### src/design/sst_pkg.sv
// shared constants for the sorted set table: sizes, opcodes and status codes
package sst_pkg;

    // table size and derived widths
    localparam int CAPACITY = 16;
    localparam int IDX_W    = $clog2(CAPACITY);
    localparam int CNT_W    = $clog2(CAPACITY + 1);

    // fixed field widths of the ports
    localparam int OPC_W    = 2;
    localparam int VAL_W    = 32;
    localparam int STAT_W   = 3;
    localparam int OCNT_W   = 5;

    // opcodes
    localparam logic [OPC_W-1:0] OP_INSERT = 2'd0;
    localparam logic [OPC_W-1:0] OP_REMOVE = 2'd1;
    localparam logic [OPC_W-1:0] OP_POP    = 2'd2;
    localparam logic [OPC_W-1:0] OP_CLEAR  = 2'd3;

    // status codes
    localparam logic [STAT_W-1:0] ST_OK        = 3'd0;
    localparam logic [STAT_W-1:0] ST_PRESENT   = 3'd1;
    localparam logic [STAT_W-1:0] ST_NOT_FOUND = 3'd2;
    localparam logic [STAT_W-1:0] ST_FULL      = 3'd3;
    localparam logic [STAT_W-1:0] ST_EMPTY     = 3'd4;

endpackage

### src/design/sorted_set_table_core.sv
// sorted set table: ascending table of distinct signed values held in one memory
//
// The table keeps up to CAPACITY distinct signed 32-bit values in ascending
// order in a single-port-write, single-port-read memory with registered read
// data, and answers every transfer with one result (status, smallest value,
// empty flag, entry count). One operation is worked on at a time. Insert and
// remove scan the memory one entry per cycle up to the first entry not below
// the value, then shift the entries behind it one slot per cycle and reread
// slot 0 for the new head. The scan and the shift together cover the N stored
// entries; the memory read port sets the scan and shift rate.
// The result sits in an output register, so the next item is taken while a
// result still waits for m_ready.
module sorted_set_table_core
    import sst_pkg::*;
(
    input  logic                     aclk,
    input  logic                     aresetn,
    input  logic                     s_valid,
    output logic                     s_ready,
    input  logic [OPC_W-1:0]         s_opcode,
    input  logic signed [VAL_W-1:0]  s_value,
    output logic                     m_valid,
    input  logic                     m_ready,
    output logic [STAT_W-1:0]        m_status,
    output logic signed [VAL_W-1:0]  m_head_value,
    output logic                     m_is_empty,
    output logic [OCNT_W-1:0]        m_entry_count
);

    // sequencer states
    localparam logic [3:0] S_IDLE   = 4'd0;
    localparam logic [3:0] S_SRCH   = 4'd1;
    localparam logic [3:0] S_DECIDE = 4'd2;
    localparam logic [3:0] S_SHUP   = 4'd3;
    localparam logic [3:0] S_INS    = 4'd4;
    localparam logic [3:0] S_SHDN   = 4'd5;
    localparam logic [3:0] S_HEAD   = 4'd6;
    localparam logic [3:0] S_HD2    = 4'd7;
    localparam logic [3:0] S_DONE   = 4'd8;

    // entry memory
    logic signed [VAL_W-1:0] mem [CAPACITY];
    logic signed [VAL_W-1:0] rd_data_reg;
    logic                    rd_en;
    logic [IDX_W-1:0]        rd_addr;
    logic                    wr_en;
    logic [IDX_W-1:0]        wr_addr;
    logic signed [VAL_W-1:0] wr_data;

    // control and working registers
    logic [3:0]              state_reg, state_next;
    logic [CNT_W-1:0]        cnt_reg, cnt_next;
    logic [OPC_W-1:0]        op_reg, op_next;
    logic signed [VAL_W-1:0] val_reg, val_next;
    logic [IDX_W-1:0]        rd_idx_reg, rd_idx_next;
    logic [CNT_W-1:0]        pos_reg, pos_next;
    logic                    found_reg, found_next;
    logic [STAT_W-1:0]       status_reg, status_next;
    logic signed [VAL_W-1:0] head_reg, head_next;

    // output register
    logic                    m_valid_reg, m_valid_next;
    logic [STAT_W-1:0]       m_status_reg, m_status_next;
    logic signed [VAL_W-1:0] m_head_reg, m_head_next;
    logic                    m_empty_reg, m_empty_next;
    logic [OCNT_W-1:0]       m_count_reg, m_count_next;

    // index of the entry now in rd_data_reg, in count width
    logic [CNT_W-1:0]        cur_idx;
    logic [CNT_W-1:0]        cur_idx_inc;

    assign cur_idx     = CNT_W'(rd_idx_reg);
    assign cur_idx_inc = cur_idx + CNT_W'(1);

    assign s_ready       = (state_reg == S_IDLE);
    assign m_valid       = m_valid_reg;
    assign m_status      = m_status_reg;
    assign m_head_value  = m_head_reg;
    assign m_is_empty    = m_empty_reg;
    assign m_entry_count = m_count_reg;

    // memory: one read and one write per cycle, registered read data
    always_ff @(posedge aclk) begin
        if (rd_en) begin
            rd_data_reg <= mem[rd_addr];
        end
        if (wr_en) begin
            mem[wr_addr] <= wr_data;
        end
    end

    // sequencer: scan, shift and head reread
    always_comb begin
        state_next   = state_reg;
        cnt_next     = cnt_reg;
        op_next      = op_reg;
        val_next     = val_reg;
        rd_idx_next  = rd_idx_reg;
        pos_next     = pos_reg;
        found_next   = found_reg;
        status_next  = status_reg;
        head_next    = head_reg;
        m_valid_next = m_valid_reg && !m_ready;
        m_status_next = m_status_reg;
        m_head_next   = m_head_reg;
        m_empty_next  = m_empty_reg;
        m_count_next  = m_count_reg;
        rd_en   = 1'b0;
        rd_addr = '0;
        wr_en   = 1'b0;
        wr_addr = '0;
        wr_data = rd_data_reg;

        unique case (state_reg)
            S_IDLE: begin
                if (s_valid) begin
                    op_next  = s_opcode;
                    val_next = s_value;
                    unique case (s_opcode) inside
                        OP_CLEAR: begin
                            cnt_next    = '0;
                            status_next = ST_OK;
                            state_next  = S_DONE;
                        end
                        OP_POP: begin
                            if (cnt_reg == '0) begin
                                status_next = ST_EMPTY;
                                state_next  = S_DONE;
                            end else begin
                                pos_next   = '0;
                                found_next = 1'b1;
                                state_next = S_DECIDE;
                            end
                        end
                        OP_INSERT, OP_REMOVE: begin
                            if (cnt_reg == '0) begin
                                pos_next   = '0;
                                found_next = 1'b0;
                                state_next = S_DECIDE;
                            end else begin
                                rd_en       = 1'b1;
                                rd_addr     = '0;
                                rd_idx_next = '0;
                                state_next  = S_SRCH;
                            end
                        end
                    endcase
                end
            end

            // one entry per cycle until the first entry not below the value or the last entry
            S_SRCH: begin
                if (rd_data_reg >= val_reg) begin
                    pos_next   = cur_idx;
                    found_next = (rd_data_reg == val_reg);
                    state_next = S_DECIDE;
                end else if (cur_idx_inc == cnt_reg) begin
                    pos_next   = cnt_reg;
                    found_next = 1'b0;
                    state_next = S_DECIDE;
                end else begin
                    rd_en       = 1'b1;
                    rd_addr     = IDX_W'(cur_idx_inc);
                    rd_idx_next = IDX_W'(cur_idx_inc);
                end
            end

            S_DECIDE: begin
                case (op_reg)
                    OP_INSERT: begin
                        if (found_reg) begin
                            status_next = ST_PRESENT;
                            state_next  = S_DONE;
                        end else if (cnt_reg == CNT_W'(CAPACITY)) begin
                            status_next = ST_FULL;
                            state_next  = S_DONE;
                        end else if (pos_reg == cnt_reg) begin
                            // append at the tail
                            wr_en       = 1'b1;
                            wr_addr     = IDX_W'(pos_reg);
                            wr_data     = val_reg;
                            cnt_next    = cnt_reg + CNT_W'(1);
                            status_next = ST_OK;
                            state_next  = S_HEAD;
                        end else begin
                            rd_en       = 1'b1;
                            rd_addr     = IDX_W'(cnt_reg - CNT_W'(1));
                            rd_idx_next = IDX_W'(cnt_reg - CNT_W'(1));
                            status_next = ST_OK;
                            state_next  = S_SHUP;
                        end
                    end
                    default: begin
                        // remove and pop
                        if (!found_reg) begin
                            status_next = ST_NOT_FOUND;
                            state_next  = S_DONE;
                        end else begin
                            status_next = ST_OK;
                            if (pos_reg + CNT_W'(1) == cnt_reg) begin
                                cnt_next   = cnt_reg - CNT_W'(1);
                                state_next = S_HEAD;
                            end else begin
                                rd_en       = 1'b1;
                                rd_addr     = IDX_W'(pos_reg + CNT_W'(1));
                                rd_idx_next = IDX_W'(pos_reg + CNT_W'(1));
                                state_next  = S_SHDN;
                            end
                        end
                    end
                endcase
            end

            // move entries up one slot, from the tail down to the insert point
            S_SHUP: begin
                wr_en   = 1'b1;
                wr_addr = IDX_W'(cur_idx_inc);
                if (cur_idx == pos_reg) begin
                    state_next = S_INS;
                end else begin
                    rd_en       = 1'b1;
                    rd_addr     = rd_idx_reg - IDX_W'(1);
                    rd_idx_next = rd_idx_reg - IDX_W'(1);
                end
            end

            S_INS: begin
                wr_en      = 1'b1;
                wr_addr    = IDX_W'(pos_reg);
                wr_data    = val_reg;
                cnt_next   = cnt_reg + CNT_W'(1);
                state_next = S_HEAD;
            end

            // move entries down one slot over the removed one
            S_SHDN: begin
                wr_en   = 1'b1;
                wr_addr = rd_idx_reg - IDX_W'(1);
                if (cur_idx_inc == cnt_reg) begin
                    cnt_next   = cnt_reg - CNT_W'(1);
                    state_next = S_HEAD;
                end else begin
                    rd_en       = 1'b1;
                    rd_addr     = IDX_W'(cur_idx_inc);
                    rd_idx_next = IDX_W'(cur_idx_inc);
                end
            end

            // reread slot 0 for the new smallest value
            S_HEAD: begin
                rd_en      = 1'b1;
                rd_addr    = '0;
                state_next = S_HD2;
            end

            S_HD2: begin
                head_next  = rd_data_reg;
                state_next = S_DONE;
            end

            // load the result once the output register is free
            S_DONE: begin
                if (!m_valid_reg || m_ready) begin
                    m_valid_next  = 1'b1;
                    m_status_next = status_reg;
                    m_head_next   = (cnt_reg != '0) ? head_reg : '0;
                    m_empty_next  = (cnt_reg == '0);
                    m_count_next  = OCNT_W'(cnt_reg);
                    state_next    = S_IDLE;
                end
            end

            default: begin
                state_next = S_IDLE;
            end
        endcase
    end

    // control registers
    always_ff @(posedge aclk) begin
        if (!aresetn) begin
            state_reg   <= S_IDLE;
            cnt_reg     <= '0;
            m_valid_reg <= 1'b0;
        end else begin
            state_reg   <= state_next;
            cnt_reg     <= cnt_next;
            m_valid_reg <= m_valid_next;
        end
    end

    // payload registers
    always_ff @(posedge aclk) begin
        op_reg       <= op_next;
        val_reg      <= val_next;
        rd_idx_reg   <= rd_idx_next;
        pos_reg      <= pos_next;
        found_reg    <= found_next;
        status_reg   <= status_next;
        head_reg     <= head_next;
        m_status_reg <= m_status_next;
        m_head_reg   <= m_head_next;
        m_empty_reg  <= m_empty_next;
        m_count_reg  <= m_count_next;
    end

    // checks
    a_cnt_bound: assert property (@(posedge aclk) disable iff (!aresetn)
        cnt_reg <= CNT_W'(CAPACITY))
        else $error("entry count above capacity");

    a_no_rw_clash: assert property (@(posedge aclk) disable iff (!aresetn)
        (rd_en && wr_en) |-> (rd_addr != wr_addr))
        else $error("read and write of the same slot in one cycle");

    a_full_at_cap: assert property (@(posedge aclk) disable iff (!aresetn)
        (state_reg == S_DONE && status_reg == ST_FULL) |-> (cnt_reg == CNT_W'(CAPACITY)))
        else $error("full status with free slots");

    a_leave_idle: assert property (@(posedge aclk) disable iff (!aresetn)
        (s_valid && s_ready) |=> (state_reg != S_IDLE))
        else $error("accepted transfer not started");

    a_result_load: assert property (@(posedge aclk) disable iff (!aresetn)
        $rose(m_valid_reg) |-> ($past(state_reg) == S_DONE))
        else $error("result loaded outside the done state");

endmodule

### config.mk
export PLATFORM = sky130hd
export DESIGN_NAME = sorted_set_table_core
export DESIGN_NICKNAME = d
export VERILOG_FILES = /design/src/design/sst_pkg.sv /design/src/design/sorted_set_table_core.sv
export SDC_FILE = /design/constraint.sdc
export NUM_CORES = 1
export LEC_CHECK = 0
export BUFFER_PORTS_ARGS = -buffer_cell sky130_fd_sc_hd__clkbuf_2
export CAP_MARGIN = 20
export CORE_ASPECT_RATIO = 0.7
export CORE_UTILIZATION = 30
export DETAILED_ROUTE_END_ITERATION = 10
export MAX_ROUTING_LAYER = met4
export PLACE_DENSITY = 0.47
export SYNTH_ARGS = -nofsm -noshare
export SYNTH_HDL_FRONTEND = slang
export SYNTH_SLANG_ARGS = --single-unit
### constraint.sdc
create_clock -name aclk -period 4.6 [get_ports aclk]
set_input_delay 0.92 -clock aclk [delete_from_list [all_inputs] [get_ports aclk]]
set_output_delay 0.92 -clock aclk [all_outputs]
set_load 0.05 [all_outputs]
==> results.sh <==
export IMPL_critPathMaxFanout=31
export IMPL_synth_area_per_cell_sq_um=13.97
export IMPL_period_needed_ps=4448
export IMPL_synthDistinctLibCells=66
export IMPL_core_sq_um=100900
export IMPL_dieArea_sq_um=104000
export IMPL_path_class="flip-flop to flip-flop"
export IMPL_yosysWarnings=0
export IMPL_vdd_ir_drop_max_mv=0.3969
export IMPL_finalMaxSlewViolations=0
export IMPL_register_bank_with_the_most_flops="mem"
export IMPL_power_density_nw_per_um2=593.4
export IMPL_met1Wirelength_mm=49.04
export IMPL_outcome="finished clean"
export IMPL_placement_io_buffers=80
export IMPL_setup_tns_after_final_layout_ps=0
export IMPL_cts_root_buf="clkbuf_16"
export IMPL_synth_area_sq_um=30800
export IMPL_via_count_of_the_first_global_routing_pass=20280
export IMPL_fin_skew_ps=17.67
export IMPL_yosys_most_used_dff="edfxtp_1"
export IMPL_tightest_slew_ps=1147
export IMPL_max_cap_violations=0
export IMPL_die_w_um=385.0
export IMPL_drt_first_iter_violations=2358
export IMPL_finalWeightedCongestion=0.8565
export IMPL_maximum_number_of_pins_on_one_net_before_global_route_repair=134
export IMPL_fmaxAchievable_ghz=0.2248
export IMPL_layout_cells_sized_above_1_pct=18.25
export IMPL_setup_viol=0
export IMPL_grt_total_usage_pct=20.18
export IMPL_slack_of_the_worst_reg_to_reg_path_ps=150
export IMPL_post_placement_cell_area_sq_um=33930
export IMPL_detailroute_via_count=21090
export IMPL_tritoncts_clock_tree="yes"
export IMPL_post_cts_hold_buffer_count=0
export IMPL_worst_max_slew_margin_expressed_relative_to_the_limit_pct=23.35
export IMPL_top_level_ports=81
export IMPL_fill_cells=9612
export IMPL_cts_htree_levels=3
export IMPL_p_leak_nw=11.27
export IMPL_gr_total_overflow=0
export IMPL_clock_path_buffers=3
export IMPL_wire_length_of_the_first_global_routing_pass_mm=148.4
export IMPL_core_rowCount=97
export IMPL_share_of_async_settable_or_async_resettable_flops_after_synthesis_pct=0
export IMPL_area_growth_syn_to_layout_pct=16.79
export IMPL_worstSkewPairLatency_ps=650
export IMPL_highest_layer="met4"
export IMPL_synth_edf_count=664
export IMPL_data_required_critical_path_ps=4980
export IMPL_worstRegToRegCells=15
export IMPL_antenna_found_initial=3
export IMPL_clk_sinks=674
export IMPL_ys_ff_latch=674
export IMPL_detailedPlacementHpwl_mm=58.84
export IMPL_finalInstanceArea_sq_um=35970
export IMPL_min_delay_path_class="flip-flop to flip-flop"
export IMPL_initial_utilization_pct=30.54
export IMPL_drt_pass1_iter_count=7
export IMPL_antenna_violating_nets_post_route=0
export IMPL_start_kind="flip-flop"
export IMPL_report_final_hold_viol_count=0
export IMPL_largest_register_ffs=512
export IMPL_routedWlPerCell_um=28.34
export IMPL_detail_route_wirelength_mm=103.4
export IMPL_final_net_count=2337
export IMPL_vias_per_cell=5.779
export IMPL_totalPowerFinal_w=0.02135
export IMPL_clk_pin_slew_ps=60
export IMPL_die_h_um=270.1
export IMPL_netlist_instances=2205
export IMPL_crit_path_end_kind="flip-flop"
export IMPL_holdPathStages=0
export IMPL_cts_buffers=69
export IMPL_met2_length_mm=43.95
export IMPL_yosysSeqAreaShare_pct=65.39
export IMPL_syn_num_nets=2281
export IMPL_critical_path_arrival_ps=4830
export IMPL_met3RoutedLength_mm=8.407
export IMPL_remaining_drc_errors=0
export IMPL_period_share_pct=96.70
export IMPL_holdWs_ps=433.5
==> final timing paths <==
path	to	startpoint
worst min-delay path	m_status[2]	status_reg[2]
worst max register to register	rd_data_reg[23]	rd_data_reg[10]
worst min register to register	m_status[2]	status_reg[2]
worst max-delay path	rd_data_reg[23]	rd_data_reg[10]
==> metal layers <==
layer / vias up / GRT usage [%]
li1: 9196 / -
met1: 10910 / 29.25
met2: 843 / 28.15
met3: 142 / 4.861
met4: 0 / 4.574
met5: - / -
==> cells in the final DEF, fill, tap and decap left out, types with 5 or more instances in the layout <==
master / Yosys / routed
a211oi_1: 40 / 40
a21oi_1: 28 / 28
and3_1: 31 / 31
buf_12: 0 / 55
buf_4: 0 / 93
clkbuf_1: 186 / 19
clkbuf_16: 0 / 71
clkbuf_2: 1 / 80
clkinv_1: 0 / 17
clkinv_2: 0 / 9
dfxtp_1: 10 / 10
edfxtp_1: 664 / 664
ha_1: 38 / 38
inv_1: 41 / 40
mux2_2: 43 / 43
mux2_4: 18 / 18
mux2i_1: 97 / 97
nand2_1: 134 / 131
nand2b_1: 13 / 13
nand3_1: 13 / 12
nand4_1: 8 / 8
nor2_1: 47 / 29
nor2_4: 0 / 18
nor2b_1: 39 / 38
nor3_1: 9 / 8
nor3b_1: 34 / 34
o2111ai_1: 35 / 35
o211ai_1: 169 / 169
o21ai_0: 55 / 55
o21ai_1: 7 / 5
o221ai_1: 5 / 5
o311ai_0: 193 / 186
o311ai_1: 0 / 7
o32ai_1: 96 / 96
or2_2: 5 / 5
xnor2_1: 10 / 10
xor2_1: 10 / 10
==> cell type report <==
cell class / instances / area [sq um] / share of cell area [%]
Tap cell: 1336 / 1672 / 4.647
Inverter: 41 / 153.9 / 0.4278
Timing Repair Buffer: 228 / 2200 / 6.115
Multi-Input combinational cell: 1247 / 9784 / 27.20
Clock inverter: 32 / 171.4 / 0.4765
Sequential cell: 674 / 20140 / 55.98
Clock buffer: 90 / 1848 / 5.137
Antenna cell: 2 / 5.005 / 0.01391
==> where the power goes <==
| part | switching (W) | internal [W] |
|---|---|---|
| clock | 0.00244 | 0.00284 |
| sequential | 0.000489 | 0.00837 |
| combinational | 0.00510 | 0.00211 |
| total | 0.00803 | 0.0133 |
==> critical path, cell delays in order (launching register included) <==
cell       delay, ps
edfxtp_1         490
ha_1             390
nand4_1          420
or4_1            640
a21oi_1          150
buf_4            130
o311a_1          160
o31ai_1          100
and4b_4          240
o31a_2           380
buf_12           170
buf_12           180
buf_4            160
and3_1           170
a211oi_1         250
o2111ai_1        130
==> through the flow <==
step	util (%)	std cells	worst slack [ps]
finish	35.67	3650	151.8
global route	35.67	3649	-9.007
CTS	35.65	3647	75.78
floorplan	-	2205	395.1
global placement	33.64	3525	-39.74
detailed placement	33.64	3525	-4.990
==> timing repair <==
action	4_1_cts	5_1_grt
setup endpoints to repair	15	62
gates resized for setup	1	8
setup buffers	0	1
pin swaps	0	2
==> Yosys cell counts (28+ instances only) <==
library cell / count / area, sq um
edfxtp_1: 664 / 19940
o311ai_0: 193 / 1690
clkbuf_1: 186 / 698.2
o211ai_1: 169 / 1269
nand2_1: 134 / 503.0
mux2i_1: 97 / 970.9
o32ai_1: 96 / 840.8
o21ai_0: 55 / 275.3
buf_2: 49 / 245.2
nor2_1: 47 / 176.4
mux2_2: 43 / 484.2
inv_1: 41 / 153.9
a211oi_1: 40 / 300.3
nor2b_1: 39 / 244.0
ha_1: 38 / 475.5
o2111ai_1: 35 / 306.5
nor3b_1: 34 / 255.2
and3_1: 31 / 193.9
a21oi_1: 28 / 140.1
==> cells by family (layout without fill, tap and decap cells) <==
| logic type | after synthesis | in the layout | synth area share, % |
|---|---|---|---|
| buf+inv | 284 | 391 | 3.737 |
| compound gates | 674 | 674 | 17.17 |
| simple gates | 354 | 354 | 5.846 |
| xor+xnor | 21 | 21 | 0.6459 |
| fa+ha+maj | 38 | 38 | 1.544 |
| mux | 160 | 160 | 5.675 |
| flops | 674 | 674 | 65.39 |
| other cells | 0 | 2 | 0 |
Power figures use the tool's default switching activity.
